**src/sv/zrd_pkg.sv**
```systemverilog
// zrd_pkg: shared constants, register indexes and the run code decode for the
// zero run decoder. No dependencies.
`default_nettype none

package zrd_pkg;

  localparam int LENGTH_BITS_DEF = 24;
  localparam int CODE_W          = 8;
  localparam int COUNT_W         = 9;
  localparam int LEVEL_W         = 2;
  localparam int INDEX_W         = 1;

  typedef logic [CODE_W-1:0]  code_t;
  typedef logic [COUNT_W-1:0] count_t;
  typedef logic [LEVEL_W-1:0] level_t;

  typedef enum logic [INDEX_W-1:0] {
    REG_ZERO_LEVEL   = 1'b0,
    REG_FRAME_LENGTH = 1'b1
  } reg_index_t;

  localparam code_t RUN_HALF = 8'h80;

  // run code r -> 2r below 0x80, else ((-r)*2 - 1) & 0xff
  function automatic code_t run_decode(input code_t r);
    code_t neg;
    neg = code_t'(8'h00 - r);
    if (r < RUN_HALF) begin
      return {r[CODE_W-2:0], 1'b0};
    end
    return code_t'({neg[CODE_W-2:0], 1'b0} - 8'h01);
  endfunction

endpackage

`default_nettype wire

```
**src/sv/zero_run_decoder.sv**
```systemverilog
// zero_run_decoder: top level of the zero run expander, with state, result
// register and skid stage. Depends on zrd_pkg.
`default_nettype none

// One compressed byte is taken in every clock cycle while in_valid is high
// and in_stall is low. Each accepted byte updates the zero count and output
// count in the same cycle and, when it completes a literal or a run, loads
// one request into the result register, or into the skid register while the
// result register is held by a downstream stall. A skid register behind the
// result register keeps input acceptance going while the downstream side
// stalls, until one more request is waiting there; in_stall rises only when
// that skid register is full, and falls as its request moves into the result
// register. Zero bytes that only count towards a run code, and bytes that
// arrive after the frame length has been reached, give no request.
// Configuration writes take effect from the next byte.
module zero_run_decoder #(
  parameter int LENGTH_BITS = zrd_pkg::LENGTH_BITS_DEF
) (
  input  wire logic                       clk,
  input  wire logic                       rst,
  input  wire logic                       wr_en,
  input  wire logic [zrd_pkg::INDEX_W-1:0] wr_index,
  input  wire logic [LENGTH_BITS-1:0]     wr_data,
  input  wire logic                       in_valid,
  output logic                            in_stall,
  input  wire logic [zrd_pkg::CODE_W-1:0] code_byte,
  input  wire logic                       frame_start,
  output logic                            out_valid,
  input  wire logic                       out_stall,
  output logic [zrd_pkg::COUNT_W-1:0]     zero_count,
  output logic [zrd_pkg::CODE_W-1:0]      literal,
  output logic                            literal_valid,
  output logic                            done_res
);
  import zrd_pkg::*;

  localparam int CMP_W = (LENGTH_BITS > COUNT_W) ? LENGTH_BITS : COUNT_W;

  typedef struct packed {
    count_t zcount;
    code_t  lit;
    logic   lit_valid;
    logic   done;
  } result_t;

  level_t                 zero_level;
  logic [LENGTH_BITS-1:0] frame_length;
  level_t                 zeros_seen;
  logic [LENGTH_BITS-1:0] bytes_out;
  logic                   finished;

  result_t out_reg;
  result_t skid_reg;
  logic    skid_valid;

  level_t                 level;
  level_t                 zs_eff;
  logic [LENGTH_BITS-1:0] bo_eff;
  logic                   fin_eff;
  logic [LENGTH_BITS-1:0] remaining;
  logic [CMP_W-1:0]       remaining_ext;
  count_t                 want;
  count_t                 zc;
  logic                   lit_ok;
  logic                   take;
  logic                   idle_frame;
  logic                   is_run;
  logic                   res_new;
  result_t                res;
  level_t                 zeros_seen_next;
  logic [LENGTH_BITS-1:0] bytes_out_next;
  logic                   finished_next;
  logic                   pop;

  assign in_stall = skid_valid;
  assign take     = in_valid && !in_stall;
  assign pop      = out_valid && !out_stall;

  always_comb begin
    level         = (zero_level == '0) ? level_t'(1) : zero_level;
    zs_eff        = frame_start ? '0 : zeros_seen;
    bo_eff        = frame_start ? '0 : bytes_out;
    fin_eff       = frame_start ? 1'b0 : finished;
    idle_frame    = fin_eff || (bo_eff >= frame_length);
    remaining     = frame_length - bo_eff;
    remaining_ext = CMP_W'(remaining);
    is_run        = (zs_eff >= level);
    if (is_run) begin
      want = count_t'(run_decode(code_byte)) + count_t'(level);
    end else begin
      want = count_t'(zs_eff);
    end
    if (CMP_W'(want) < remaining_ext) begin
      zc = want;
    end else begin
      zc = count_t'(remaining_ext);
    end
    lit_ok = !is_run && (remaining_ext > CMP_W'(want));

    res_new         = 1'b0;
    zeros_seen_next = zs_eff;
    bytes_out_next  = bo_eff;
    finished_next   = fin_eff;
    if (!idle_frame) begin
      if (!is_run && (code_byte == '0)) begin
        zeros_seen_next = zs_eff + level_t'(1);
      end else begin
        res_new         = 1'b1;
        zeros_seen_next = '0;
        bytes_out_next  = bo_eff + LENGTH_BITS'(zc) + LENGTH_BITS'(lit_ok);
        finished_next   = (bytes_out_next >= frame_length);
      end
    end

    res.zcount    = zc;
    res.lit       = lit_ok ? code_byte : '0;
    res.lit_valid = lit_ok;
    res.done      = finished_next;
  end

  always_ff @(posedge clk) begin
    if (rst) begin
      zero_level   <= level_t'(1);
      frame_length <= '0;
    end else if (wr_en) begin
      unique case (reg_index_t'(wr_index))
        REG_ZERO_LEVEL:   zero_level   <= wr_data[LEVEL_W-1:0];
        REG_FRAME_LENGTH: frame_length <= wr_data;
        default: ;
      endcase
    end
  end

  always_ff @(posedge clk) begin
    if (rst) begin
      zeros_seen <= '0;
      bytes_out  <= '0;
      finished   <= 1'b0;
    end else if (take) begin
      zeros_seen <= zeros_seen_next;
      bytes_out  <= bytes_out_next;
      finished   <= finished_next;
    end
  end

  // result register with skid behind it
  always_ff @(posedge clk) begin
    if (rst) begin
      out_valid  <= 1'b0;
      skid_valid <= 1'b0;
    end else begin
      if (!out_valid || pop) begin
        if (skid_valid) begin
          out_reg    <= skid_reg;
          out_valid  <= 1'b1;
          skid_valid <= 1'b0;
        end else begin
          out_valid <= take && res_new;
          if (take && res_new) begin
            out_reg <= res;
          end
        end
      end else if (take && res_new) begin
        skid_reg   <= res;
        skid_valid <= 1'b1;
      end
    end
  end

  assign zero_count    = out_reg.zcount;
  assign literal       = out_reg.lit;
  assign literal_valid = out_reg.lit_valid;
  assign done_res      = out_reg.done;

  a_skid_behind_out: assert property (@(posedge clk) disable iff (rst)
    skid_valid |-> out_valid)
    else $error("skid register full while result register empty");

  a_skid_fill_on_stall: assert property (@(posedge clk) disable iff (rst)
    $rose(skid_valid) |-> $past(out_valid && out_stall))
    else $error("skid register filled without a downstream stall");

  a_literal_nonzero: assert property (@(posedge clk) disable iff (rst)
    (out_valid && literal_valid) |-> (literal != '0))
    else $error("zero byte passed as literal");

  a_count_range: assert property (@(posedge clk) disable iff (rst)
    out_valid |-> (zero_count <= count_t'(258)))
    else $error("zero count above longest run");

endmodule

`default_nettype wire

```
**config.mk**
```make
export PLATFORM = sky130hd
export DESIGN_NAME = zero_run_decoder
export DESIGN_NICKNAME = d
export VERILOG_FILES = /design/src/sv/zrd_pkg.sv /design/src/sv/zero_run_decoder.sv
export SDC_FILE = /design/constraint.sdc
export NUM_CORES = 1
export LEC_CHECK = 0
export BUFFER_PORTS_ARGS = -buffer_cell sky130_fd_sc_hd__buf_2
export CORE_AREA = 2 2 119 121
export CTS_CLUSTER_SIZE = 25
export DETAILED_ROUTE_END_ITERATION = 7
export DIE_AREA = 0 0 121 123
export HOLD_SLACK_MARGIN = 0.15
export PLACE_DENSITY_LB_ADDON = 0.12
export SYNTH_ARGS = -nofsm -noshare
export SYNTH_HDL_FRONTEND = slang
export SYNTH_SLANG_ARGS = --single-unit
```
**constraint.sdc**
```tcl
create_clock -name clk -period 8.25 [get_ports clk]
set_clock_uncertainty 0.1 [all_clocks]
set_input_delay 0.825 -clock clk [delete_from_list [all_inputs] [get_ports clk]]
set_output_delay 0.825 -clock clk [all_outputs]
set_load 0.02 [all_outputs]
```
# Word-level counts from Yosys, hierarchy flattened
# Index checks and enable logic that the tools add are counted.
[totals]
word_cells = 73
regBits = 93
mem_count = 0
mem_bits_ro = 0
latchBits = 0
mem_bits_rw = 0
input_bits = 39
[classes]
shift = 0
n_mux = 23
eq_ne = 0
n_div = 0
addsub = 7
n_lt_le_gt_ge = 6
n_mul = 0
reduce_logical = 19
bitwise = 3
[ops]
columns = ["operator", "n"]
rows = [
  ["24-bit two-way mux", 3],
  ["24-bit >= comparator", 2],
  ["19-bit two-way mux", 2],
  ["8-bit two-way mux", 4],
  ["24-bit by 1-bit adder with 24-bit output", 1],
  ["24-bit by 9-bit adder with 24-bit output", 1],
  ["24-bit by 9-bit greater-than comparator with 1-bit output", 1],
  ["9-bit by 24-bit < comparator with 1-bit output", 1],
  ["24-bit subtractor", 1],
  ["9-bit two-way mux", 2],
  ["8-bit by 2-bit adder with 9-bit output", 1],
  ["8-bit logical NOT", 1],
  ["8-bit < comparator, second input constant", 1],
  ["1-bit two-way mux", 8],
  ["2-bit two-way mux", 4],
  ["8-bit by 1-bit subtractor with 8-bit output, second input constant", 1],
  ["1-bit by 7-bit subtractor with 7-bit output, first input constant", 1],
  ["3-bit AND reduction", 2],
  ["1-bit logical AND", 5],
  ["1-bit logical NOT", 4],
  ["2-bit AND reduction", 2],
  ["1-bit NOT", 3],
  ["2-bit by 1-bit adder with 2-bit output, second input constant", 1],
  ["2-bit >= comparator", 1],
  ["other kinds (4)", 5],
]

# Logic depth before layout (Yosys ltp)
# Gate-level depths: netlist of the first run.
[logic_depth]
word_depth = 17
mapped_depth = 42

# Least setup slack after synthesis of the first run
# OpenSTA, ideal clock, no wires.
[synth_path]
kind = "input to register"
start = "input code_byte[0] (netlist bit)"
end = "register out_reg (netlist bit done_res) (data pin)"
setup_slack_ns = -0.094
t_required_ns = 7.890
t_arrival_ns = 7.984
cell_stages = 34
cell_sequence = "clkbuf_1 -> inv_1 -> ha_1 -> nor2b_1 -> xnor2_1 -> or3_1 -> a41oi_1 -> or3_1 -> nand3_1 -> ha_1 -> a21o_1 -> a21o_1 -> a21o_1 -> a21oi_1 -> o221ai_1 -> nand4b_1 -> nor4_2 -> buf_6 -> mux2_2 -> fa_1 -> fa_1 -> nor2b_1 -> o21ai_0 -> a21oi_1 -> o211ai_1 -> a2111oi_0 -> xnor2_1 -> nor2_1 -> ha_1 -> a21oi_1 -> nand2_1 -> a2111oi_0 -> a31oi_1 -> mux2_2"
[synth_between]
elab_chain_cells = 16
word_cells_on_any_way = 23
cone_classes = "5 x add/sub; 4 x order compare; 11 x mux; 3 x reduce/logical"
[synth_lines]
columns = ["item", "line_no", "source"]
rows = [
  ["from (decl)", "zero_run_decoder.sv:26", "input wire logic [zrd_pkg::CODE_W-1:0] code_byte,"],
  ["branches (longest 12 deep; another with 9-bit by 24-bit < comparator with 1-bit output)", "--", ""],
  ["1-bit two-way mux (*)", "zero_run_decoder.sv:105", "if (!is_run && (code_byte == '0)) begin"],
  ["1-bit two-way mux (*)", "zero_run_decoder.sv:104", "if (!idle_frame) begin"],
  ["via finished_next", "zero_run_decoder.sv:72", "logic finished_next;"],
  ["19-bit two-way mux (*)", "zero_run_decoder.sv:159", "if (take && res_new) begin"],
  ["19-bit two-way mux (*)", "zero_run_decoder.sv:153", "if (skid_valid) begin"],
  ["to (signal assigned)", "zero_run_decoder.sv:154", "out_reg <= skid_reg;"],
  ["to (signal assigned)", "zero_run_decoder.sv:160", "out_reg <= res;"],
  ["to (decl)", "zero_run_decoder.sv:52", "result_t out_reg;"],
]
# Mark *: on every way through the listed nets, which the timed path passes. The select of a mux whose other input is x is not followed.
# A chain may end at the register's enable or synchronous reset.

==> results of run 1 <==
what timing repair did:
| action | 4_1_cts | 5_1_grt |
|---|---|---|
| setup endpoints to repair | 0 | 3 |
| setup buffers | 0 | 8 |
| hold buffers | 0 | 0 |
| resized for setup | 0 | 39 |
layout by cell type, fill, tap and decap left out, types with 8 or more instances in the layout:
master and instances:
nor2b_1 12, xnor2_1 31, nand2b_1 35, nor2_1 75
nand3_1 28, o21ai_1 8, a21o_1 16, nor3_1 15
or3_1 11, mux2i_1 12, nand2_1 115, xor2_1 14
and3_1 12, buf_2 58, buf_4 56, clkbuf_16 9
o31ai_1 13, ha_1 68, inv_1 71, nand4_1 18
o21ai_0 37, edfxtp_1 38, a21oi_1 82, dfxtp_1 55
area by class of cell:
cell class              instances  area share
repair buffers                114      0.0818
multi-input cells             721       0.568
well taps                     180      0.0259
inverters                      73      0.0315
clock inverters                 7     0.00864
clock buffers                   9      0.0259
flip-flops and latches         93       0.258
cells in the mapped netlist (all sizes together) (3+ instances only):
master,count
nand2,116
a21oi,89
nor2,75
inv,73
ha,70
dfxtp,55
o21ai,46
edfxtp,38
nand2b,35
xnor2,33
clkbuf,31
nand3,28
buf,18
nand4,18
nor3,18
a21o,16
xor2,15
mux2i,14
nor2b,14
o31ai,13
and3,12
or3,11
mux2,10
a211oi,9
a31oi,8
and2,7
o21a,7
o211ai,6
or2,6
nor4,5
a2111oi,4
fa,4
nand4b,4
o21bai,4
a41oi,3
per-stage QoR:
| step | setup TNS [ns] | setup WS (ns) | hold slack (ns) | power (mW) | utilization |
|---|---|---|---|---|---|
| 2_1_floorplan | 0 | 0.0122 | 0.340 | 0.753 | - |
| 3_3_place_gp | -0.0385 | -0.0385 | 0.357 | 0.852 | 0.597 |
| 3_5_place_dp | -0.281 | -0.238 | 0.364 | 0.853 | 0.597 |
| 4_1_cts | 0 | 0.0574 | 0.374 | 1.28 | 0.619 |
| 5_1_grt | -0.274 | -0.162 | 0.396 | 1.35 | 0.638 |
| 6_report | 0 | 0.243 | 0.374 | 1.29 | 0.638 |
report_power, final:
group / internal, mW / switching [mW]
clock network: 0.215 / 0.209
registers: 0.495 / 0.00925
logic: 0.148 / 0.215
total: 0.858 / 0.433
worst reg2reg max path, delay by kind of cell, from the launching register on:
family / cells / cell delay (ns)
simple gates: 10 / 2.16
compound gates: 12 / 1.75
fa+ha+maj: 5 / 1.56
mux: 2 / 0.67
buf+inv: 4 / 0.60
flops: 1 / 0.33
xor+xnor: 2 / 0.33
logic make-up (layout without fill, tap and decap cells):
group | Yosys count | in the layout | share of synthesized area
AO/OA/AOI/OAI | 221 | 221 | 0.186
XOR/XNOR | 48 | 48 | 0.0563
adder cells (fa/ha/maj) | 74 | 74 | 0.128
buffers and inverters | 122 | 203 | 0.0678
flip-flops | 93 | 93 | 0.300
multiplexers | 24 | 24 | 0.0338
AND/OR/NAND/NOR | 354 | 354 | 0.228
final timing paths:
kind / start / to / slack [ns] / cells after the start
worst min-delay path: bytes_out[7] / bytes_out[7] / 0.37 / 2
worst max register to register: zero_level[0] / done_res / 0.51 / 35
worst max-delay path: frame_start / done_res / 0.24 / 38
worst min register to register: bytes_out[7] / bytes_out[7] / 0.37 / 2
per-layer routing:
| layer | wire [µm] | GRT usage |
|---|---|---|
| met5 | 0 | 0 |
| met4 | 975 | 0.162 |
| met3 | 913 | 0.0355 |
| met2 | 10200 | 0.492 |
| met1 | 8740 | 0.334 |
==> summary.md, run 1 <==
| Metric | Value |
|---|---|
| Run status | `finished clean` |
| CP most frequent cell | `ha_1` |
| IO Port Bufs | `59` |
| Cell area after placement | `a little over 8000 µm²` |
| Root Buffer | `clkbuf_16` |
| CP Max Fanout | `7` |
| Top FF cell, synth | `dfxtp_1` |
| DR WL/cell | `17.4 µm` |
| Worst hold path class | `flip-flop to flip-flop` |
| Layout Nets | `between 1000 and 1500` |
| Via count | `6870` |
| Relative slew slack | `0.344` |
| Initial Utilization | `0.549` |
| WL final | `roughly 21000 µm` |
| Largest net degree at the start of global routing | `59` |
| Total Routing Usage GR | `0.282` |
| P per Cell Area | `between 100 and 150 nW/µm²` |
| Area grow syn2layout | `16.3%` |
| Worst Path Arrival | `8.02 ns` |
| Pins Over Slew Limit | `0` |
| WS Path Type | `input pin to flip-flop` |
| Cell count after synthesis | `936` |
| Die area | `14900 µm²` |
| Max VDD drop | `about 90 µV` |
| Leakage power | `~3.7 nW` |
| Yosys warns | `0` |
| Core region area | `about 14000 µm²` |
| Share of layout cells above drive strength 1 | `0.182` |
| Post-DRT Antenna Nets | `0` |
| Seq/Total Area, Yosys | `0.300` |
| Reg clk slew, reported paths | `0.07 ns` |
| Synth Register Bits | `93` |
| CTS Buf Count | `9` |
| Crit path buf inv count | `7` |
| Multi-input logic area | `a little under 5000 µm²` |
| DR pass1 iterations | `5` |
| Post-route cell area | `8690 µm²` |
| Fin cells | `1197` |
| Post-synth cell types | `63` |
| Vias/cell | `about 5.7` |
| Fin. Hold Viols | `0` |
| Final GP Congestion | `around 0.99` |
| Delay-heaviest family, CP | `compound AO/OA/AOI/OAI gates` |
| Share of synthesized registers carrying an async set or reset | `0` |
| Max incr delay on CP | `roughly 0.40 ns` |
| Post-Syn Area | `7470 µm²` |
| Top-area cell type share of the netlist area | `0.153` |
| Clock Tree Buf Depth | `2` |
| CTS tree | `built` |
| Slew @ Worst Pin | `approximately 1 ns` |
| Overflow left after global routing | `0` |
| Vias in the first global route | `around 6600` |
| Die height | `between 100 and 150 µm` |
| EDFF count, synth | `38` |
| Initial antenna violation count | `0` |
| Syn Nets | `roughly 1000` |
| Req. time, crit path | `~8.3 ns` |
| Final Cycle Share | `0.971` |
| Syn Area/Cell | `between 7 and 8 µm²` |
| Register area | `between 2000 and 2500 µm²` |
| Global-route wire length before repair | `approximately 33000 µm` |
| Cell Rows | `43` |
| CP Capture Type | `flip-flop` |
| CP max-delay cell | `mux2_1` |
| I/O Pins | `60` |
| # placed instances | `around 1200` |
| Largest cells by area after synthesis | `edfxtp_1 15%, dfxtp_1 15%, ha_1 12%, nand2_1 5.8%, a21oi_1 5.7%` |
| Max Fclk | `~120 MHz` |
| Period minus WS final | `between 8 and 9 ns` |
| Number of diodes | `0` |
| Post-route DRC | `0` |
| # Max-Cap Violations | `0` |
| Dpl hpwl | `15800 µm` |
| Filler cell count | `around 1200` |
| Worst-skew pair later-pin latency | `0.37 ns` |
| Yosys top cell by area | `edfxtp_1` |
| H-tree levels | `3` |
| Initial detailed-routing violation count | `450` |
| CTS sink count | `93` |
| Die width | `approximately 120 µm` |
| Startpoint Class | `input pin` |
| Final setup fails | `0` |
Power figures use the tool's default switching activity.
==> inputs of run 2 (changes only) <==
Settings changed: CELL_PAD_IN_SITES_DETAIL_PLACEMENT set to 1, CELL_PAD_IN_SITES_GLOBAL_PLACEMENT set to 1, CORE_AREA 2 2 119 121 to 2 2 137 139, DIE_AREA 0 0 121 123 to 0 0 139 141.
==> run 2 against run 1 <==
  * Sequential share of layout area decreased by 1.5 points
  * Combinational power rose by 11%
  * Critical path type unchanged
  * Final area is 6.3% higher
  * Highest routed layer unchanged
  * Final cell count increased by 8.9%
  * Setup slack improved by 0.077 ns
  * Via count increased by 3.5%
  * Non-clock buffer count grew 53
  * First-iteration DRC count shrank 43%
  * Wire length grew 20%
  * Worst hold slack better by 0.0019 ns
==> summary.md, run 2 (same netlist as run 1, synthesis figures left out) <==
| Metric | Value |
|---|---|
| CTS tree | `built` |
| Slew @ Worst Pin | `0.949 ns (-0.0347 ns)` |
| Vias in the first global route | `7411 (+13%)` |
| Fin. Hold Viols | `0 (unchanged)` |
| Max Fclk | `126 MHz (+0.98%)` |
| Final setup fails | `0 (unchanged)` |
| Filler cell count | `2243 (+80%)` |
| CP Max Fanout | `6 (-1)` |
| Area grow syn2layout | `23.6%` |
| Max incr delay on CP | `0.41 ns (about the same)` |
| Initial Utilization | `0.409 (-0.140)` |
| Period minus WS final | `7.93 ns (-0.0775 ns)` |
| P per Cell Area | `145 nW/µm² (-2.1%)` |
| Vias/cell | `5.45 (-5.0%)` |
| Share of layout cells above drive strength 1 | `0.235 (+0.0527)` |
| Worst r2r path cells | `36 (+2.9%)` |
| Hold_ws | `0.376 ns (+0.00192 ns)` |
| Hold buffers post-CTS | `0 (unchanged)` |
| CP Capture Type | `flip-flop` |
| GR peak layer | `met2` |
| Commonest non-fill, non-tap cell in the layout | `nand2_1` |
| CP max-delay cell | `mux2i_1` |
| Leakage power | `4.01 nW (+7.7%)` |
| Worst Path Arrival | `7.94 ns (-0.08 ns)` |
| Worst hold path class | `flip-flop to flip-flop` |
| Die height | `141 µm (+15%)` |
| Relative slew slack | `0.366 (+0.0216)` |
| Max VDD drop | `113 µV (+28%)` |
| Final GP Congestion | `0.892 (-10%)` |
| Run status | `finished clean` |
| Post-route DRC | `0 (unchanged)` |
| # Max-Cap Violations | `0 (unchanged)` |
| Die area | `19600 µm² (+32%)` |
| H-tree levels | `3 (unchanged)` |
| Worst-skew pair later-pin latency | `0.37 ns (about the same)` |
| Root Buffer | `clkbuf_16` |
| Via count | `7112 (+3.5%)` |
| Clock Tree Buf Depth | `2 (unchanged)` |
| Die width | `139 µm (+15%)` |
| Final Cycle Share | `0.961 (-0.00939)` |
| Cell Rows | `50 (+16%)` |
| DR WL/cell | `19.1 µm (+10%)` |
| WL final | `25000 µm (+20%)` |
| CP most frequent cell | `buf_4` |
| Hold path depth | `2 (unchanged)` |
| Core region area | `18300 µm² (+34%)` |
| Dpl hpwl | `19300 µm (+22%)` |
| Startpoint Class | `input pin` |
| Overflow left after global routing | `0 (unchanged)` |
| Global-route wire length before repair | `39100 µm (+20%)` |
| Layout Nets | `1178 (+4.7%)` |
| Post-DRT Antenna Nets | `0 (unchanged)` |
| Pins Over Slew Limit | `0 (unchanged)` |
| CTS Buf Count | `9 (unchanged)` |
| GR Layer Usage met3 | `0.0296 (-0.00596)` |
| Total Routing Usage GR | `0.252 (-0.0298)` |
| IO Port Bufs | `59 (unchanged)` |
| WS Path Type | `input pin to flip-flop` |
| Number of diodes | `0 (unchanged)` |
| Most frequent cells in the layout | `115 x nand2_1, 107 x buf_4, 81 x a21oi_1, 74 x nor2_1, 71 x inv_1` |
| Grt met2 use | `0.459 (-0.0324)` |
| Largest net degree at the start of global routing | `59 (unchanged)` |
| Final core utilization | `0.505 (-0.133)` |
| Reg clk slew, reported paths | `0.09 ns (+0.02 ns)` |
| I/O Pins | `60 (unchanged)` |
| Req. time, crit path | `8.26 ns (about the same)` |
| Met1 GRT Util | `0.297 (-0.0369)` |
| DR pass1 iterations | `7 (+2)` |
| Initial detailed-routing violation count | `257 (-43%)` |
| Initial antenna violation count | `0 (unchanged)` |
| CTS sink count | `93 (unchanged)` |
## run 2: changes by cell type in the layout (fill, tap and decap cells not counted), sizes merged
cell    previous run  this run
clkinv             2         1
inv               77        78
buf              114       167
## run 2: path summary, 6_finish.rpt
kind                 start  slack, ns           end
min reg2reg   bytes_out[7]       0.38  bytes_out[7]
max reg2reg  zero_level[0]       0.56      done_res
max           code_byte[1]       0.32      done_res
min           bytes_out[7]       0.38  bytes_out[7]
## run 2: power by group
part / internal [mW] / switching, mW
Sequential: 0.495 / 0.00979
Clock: 0.216 / 0.219
Combinational: 0.172 / 0.232
Total: 0.883 / 0.461
## run 2: final cells by class
type	count	area (µm²)	share of cell area
multi-input cells	721	5010	0.543
flip-flops and latches	93	2240	0.243
repair buffers	167	1110	0.120
well taps	234	293	0.0317
inverters	73	274	0.0297
clock buffers	9	225	0.0244
clock inverters	7	75.1	0.00813
## run 2: through the flow
step	instances	setup TNS [ns]	area, µm²	worst slack, ns	power (mW)
4_1_cts	1294	0	8890	0.0159	1.32
6_report	1304	0	9230	0.321	1.34
3_5_place_dp	1278	-0.451	8580	-0.232	0.886
3_3_place_gp	1278	-0.0873	8580	-0.0873	0.879
2_1_floorplan	936	0	7480	0.0122	0.753
5_1_grt	1304	-0.215	9230	-0.167	1.41
## run 2: what timing repair did
| action | 4_1_cts | 5_1_grt |
|---|---|---|
| setup buffers | 0 | 10 |
| setup endpoints to repair | 1 | 3 |
| endpoints found under the hold margin | 0 | 0 |
| pin swaps | 0 | 27 |
| gates resized for setup | 1 | 54 |
## run 2: critical path, delay by kind of cell
kind,cells,cell delay (ns)
compound gates,13,2.12
fa+ha+maj,3,0.94
xor+xnor,3,0.65
simple gates,8,1.71
mux,2,0.69
buf+inv,6,0.99
## run 2: metal layers
layer  vias to the layer above  routed length, µm
li1                       3533                  -
met1                      3397              10700
met2                       125              12500
met3                        57                528
met4                         0               1220
met5                         -                  0
==> inputs of run 3 (changes only) <==
Settings changed: ABC_AREA set to 1, CAP_MARGIN set to 20, CORE_AREA 2 2 137 139 to 2 2 143 145, DIE_AREA 0 0 139 141 to 0 0 145 147, SKIP_LAST_GASP set to 1.
==> run 3 against run 2 <==
  * Fmax rose by 4.6%
  * Worst hold slack worse by 0.011 ns
  * Power up 5.7%
  * Combinational power is 27% higher
  * Setup slack better by 0.35 ns
  * Clock-buffer cell count grew 2
  * Sequential cell count is the same
  * Highest routed layer unchanged
==> summary.md, run 3 <==
| Metric | Value |
|---|---|
| Startpoint Class | `input pin` |
| Overflow left after global routing | `0 (unchanged)` |
| Share of synthesized registers carrying an async set or reset | `0 (unchanged)` |
| Yosys warns | `0 (unchanged)` |
| Final Cycle Share | `0.919 (-0.0426)` |
| WL final | `25200 µm (+0.78%)` |
| Worst hold path class | `flip-flop to flip-flop` |
| Area grow syn2layout | `10.7%` |
| Root Buffer | `clkbuf_16` |
| Most frequent cells after synthesis | `328 x nand2_1, 198 x inv_1, 92 x a21oi_1, 72 x nand3_1, 70 x ha_1` |
| Delay-heaviest family, CP | `simple AND/OR/NAND/NOR gates` |
| DR WL/cell | `16.9 µm (-12%)` |
| Commonest non-fill, non-tap cell in the layout | `nand2_1` |
| Sum Neg Setup Slack | `0 ns (unchanged)` |
| Largest net degree at the start of global routing | `49 (-17%)` |
| Vias in the first global route | `7570 (+2.1%)` |
| CP max-delay cell | `fa_1` |
| Post-route DRC | `0 (unchanged)` |
| Max Fclk | `132 MHz (+4.6%)` |
| Reg clk slew, reported paths | `0.06 ns (-0.03 ns)` |
| CTS Buf Count | `9 (unchanged)` |
| Die height | `147 µm (+4.3%)` |
| CP Max Fanout | `18 (+12)` |
| Most frequent cells in the layout | `328 x nand2_1, 198 x inv_1, 92 x a21oi_1, 72 x nand3_1, 70 x ha_1` |
| Hold Path Origin | `bytes_out[7]` |
| Die area | `21300 µm² (+8.8%)` |
| DR pass1 iterations | `4 (-3)` |
| Initial antenna violation count | `0 (unchanged)` |
| Dpl hpwl | `21100 µm (+9.0%)` |
| RSZ-0062 raised after global routing | `no` |
| Fin cells | `1489 (+14%)` |
| Req. time, crit path | `8.25 ns (about the same)` |
| Die width | `145 µm (+4.3%)` |
| Pins Over Slew Limit | `0 (unchanged)` |
| Relative slew slack | `0.416 (+0.0496)` |
| Fin. Hold Viols | `0 (unchanged)` |
| Initial Utilization | `0.394 (-0.0155)` |
| WS Path Type | `input pin to flip-flop` |
| Total Routing Usage GR | `0.240 (-0.0121)` |
| Global-route wire length before repair | `40300 µm (+3.1%)` |
| Cell Rows | `52 (+4.0%)` |
| Leakage power | `4.31 nW (+7.5%)` |
| Top FF cell, synth | `dfxtp_1` |
| Layout Nets | `1327 (+13%)` |
| Cell count after synthesis | `1165 (+24%)` |
| CTS sink count | `93 (unchanged)` |
| Post-synth cell types | `48 (-24%)` |
| Crit path buf inv count | `8 (+2)` |
| Period minus WS final | `7.58 ns (-0.352 ns)` |
| # Max-Cap Violations | `0 (unchanged)` |
| Core region area | `19800 µm² (+8.6%)` |
| Syn Area/Cell | `6.70 µm² (-16%)` |
| Share of layout cells above drive strength 1 | `0.104 (-0.130)` |
| CP Capture Type | `flip-flop` |
| Post-Syn Area | `7810 µm² (+4.5%)` |
| Filler cell count | `2649 (+18%)` |
| Hold path depth | `2 (unchanged)` |
| Initial detailed-routing violation count | `253 (-1.6%)` |
| H-tree levels | `3 (unchanged)` |
| Worst r2r path cells | `39 (+8.3%)` |
| Yosys top cell by area | `nand2_1` |
| Top-area cell type share of the netlist area | `0.158 (+0.00493)` |
| IO Port Bufs | `59 (unchanged)` |
| Tot Pwr | `1.42 mW (+5.7%)` |
| EDFF count, synth | `38 (unchanged)` |
| Syn Nets | `1278 (+22%)` |
| Cell with the most instances after synthesis | `nand2_1` |
| Worst Path Arrival | `7.58 ns (-0.36 ns)` |
| Post-CTS setup buffers | `0 (unchanged)` |
| I/O Pins | `60 (unchanged)` |
| Clock Tree Buf Depth | `2 (unchanged)` |
| CTS tree | `built` |
| Slew @ Worst Pin | `0.876 ns (-0.0731 ns)` |
| # placed instances | `1472 (+15%)` |
| Synth Register Bits | `93 (unchanged)` |
| R2R setup slack | `1.11 ns (+0.55 ns)` |
| Seq/Total Area, Yosys | `0.287 (-0.0130)` |
| Max VDD drop | `101 µV (-10%)` |
| Largest cells by area after synthesis | `nand2_1 16%, edfxtp_1 15%, dfxtp_1 14%, ha_1 11%, inv_1 9.5%` |
| Worst-skew pair later-pin latency | `0.36 ns (about the same)` |
| Run status | `finished clean` |
| Vias/cell | `5.06 (-7.2%)` |
| Max incr delay on CP | `0.45 ns (+0.04 ns)` |
| Via count | `7536 (+6.0%)` |
| P per Cell Area | `164 nW/µm² (+13%)` |
| Reg-to-Reg Start | `zero_level[1]` |
| CP most frequent cell | `nand2_1` |
| Post-DRT Antenna Nets | `0 (unchanged)` |
| Final GP Congestion | `0.943 (+5.7%)` |
| Number of diodes | `0 (unchanged)` |
| Hold EP | `bytes_out[7]` |
| Final setup fails | `0 (unchanged)` |
| RR Endpoint | `done_res` |
| CP Depth | `41 (+17%)` |
[run 3: logic make-up after synthesis]
family,count (synthesis),share of synthesized area
AOI/OAI and AO/OA,164,0.113
xor gates and xnor gates,39,0.0437
adders and majority gates,74,0.122
buffers and inverters,235,0.117
DFF,93,0.287
and+or+nand+nor,560,0.317
[run 3: what timing repair did]
item,CTS,global route
resized for setup,0,4
hold buffers,0,0
endpoints found under the setup margin,0,3
[run 3: cell type report]
| cell class | count | area, µm² | share of cell area |
|---|---|---|---|
| inverter | 207 | 777 | 0.0899 |
| multi-input combinational | 837 | 4660 | 0.539 |
| clock inverter | 5 | 37.5 | 0.00434 |
| tap | 270 | 338 | 0.0391 |
| timing repair buffer | 66 | 355 | 0.0411 |
| sequential | 93 | 2240 | 0.259 |
| clock buffer | 11 | 233 | 0.0269 |
[run 3: layer usage]
metal / track usage / vias up / wire [µm]
li1: - / 3841 / -
met5: 0 / - / 0
met4: 0.0673 / 0 / 563
met3: 0.0307 / 30 / 643
met1: 0.295 / 3568 / 11300
met2: 0.440 / 97 / 12700
[run 3: worst max-delay path by stage]
stage / from / endpoint / slack (ns)
floorplan: frame_start / done_res / 1.39
global placement: frame_start / done_res / 0.55
detailed placement: frame_start / done_res / 0.29
CTS: frame_start / done_res / 0.64
global route: code_byte[1] / done_res / 0.06
finish: frame_start / done_res / 0.67
[run 3: power breakdown]
part / internal [mW] / leakage (nW) / switching, mW
clock: 0.205 / 0.126 / 0.186
sequential: 0.505 / 0.788 / 0.0109
combinational: 0.164 / 3.40 / 0.349
total: 0.874 / 4.31 / 0.546
[run 3: through the flow]
stage / utilization / hold slack, ns / worst slack, ns / area, µm²
after global placement: 0.421 / 0.351 / 0.548 / 8350
after floorplan: - / 0.321 / 1.39 / 7810
final: 0.436 / 0.365 / 0.672 / 8650
after detailed placement: 0.421 / 0.356 / 0.287 / 8350
after global routing: 0.436 / 0.378 / 0.0622 / 8650
after CTS: 0.435 / 0.366 / 0.639 / 8620
[run 3: worst register-to-register path: cells and delay by family, from the launching register on]
family	cells	cell delay, ns
flip-flops	1	0.33
XOR/XNOR	1	0.20
adder cells (fa/ha/maj)	6	2.02
buffers and inverters	6	0.56
AO/OA/AOI/OAI	7	1.19
AND/OR/NAND/NOR	19	2.47
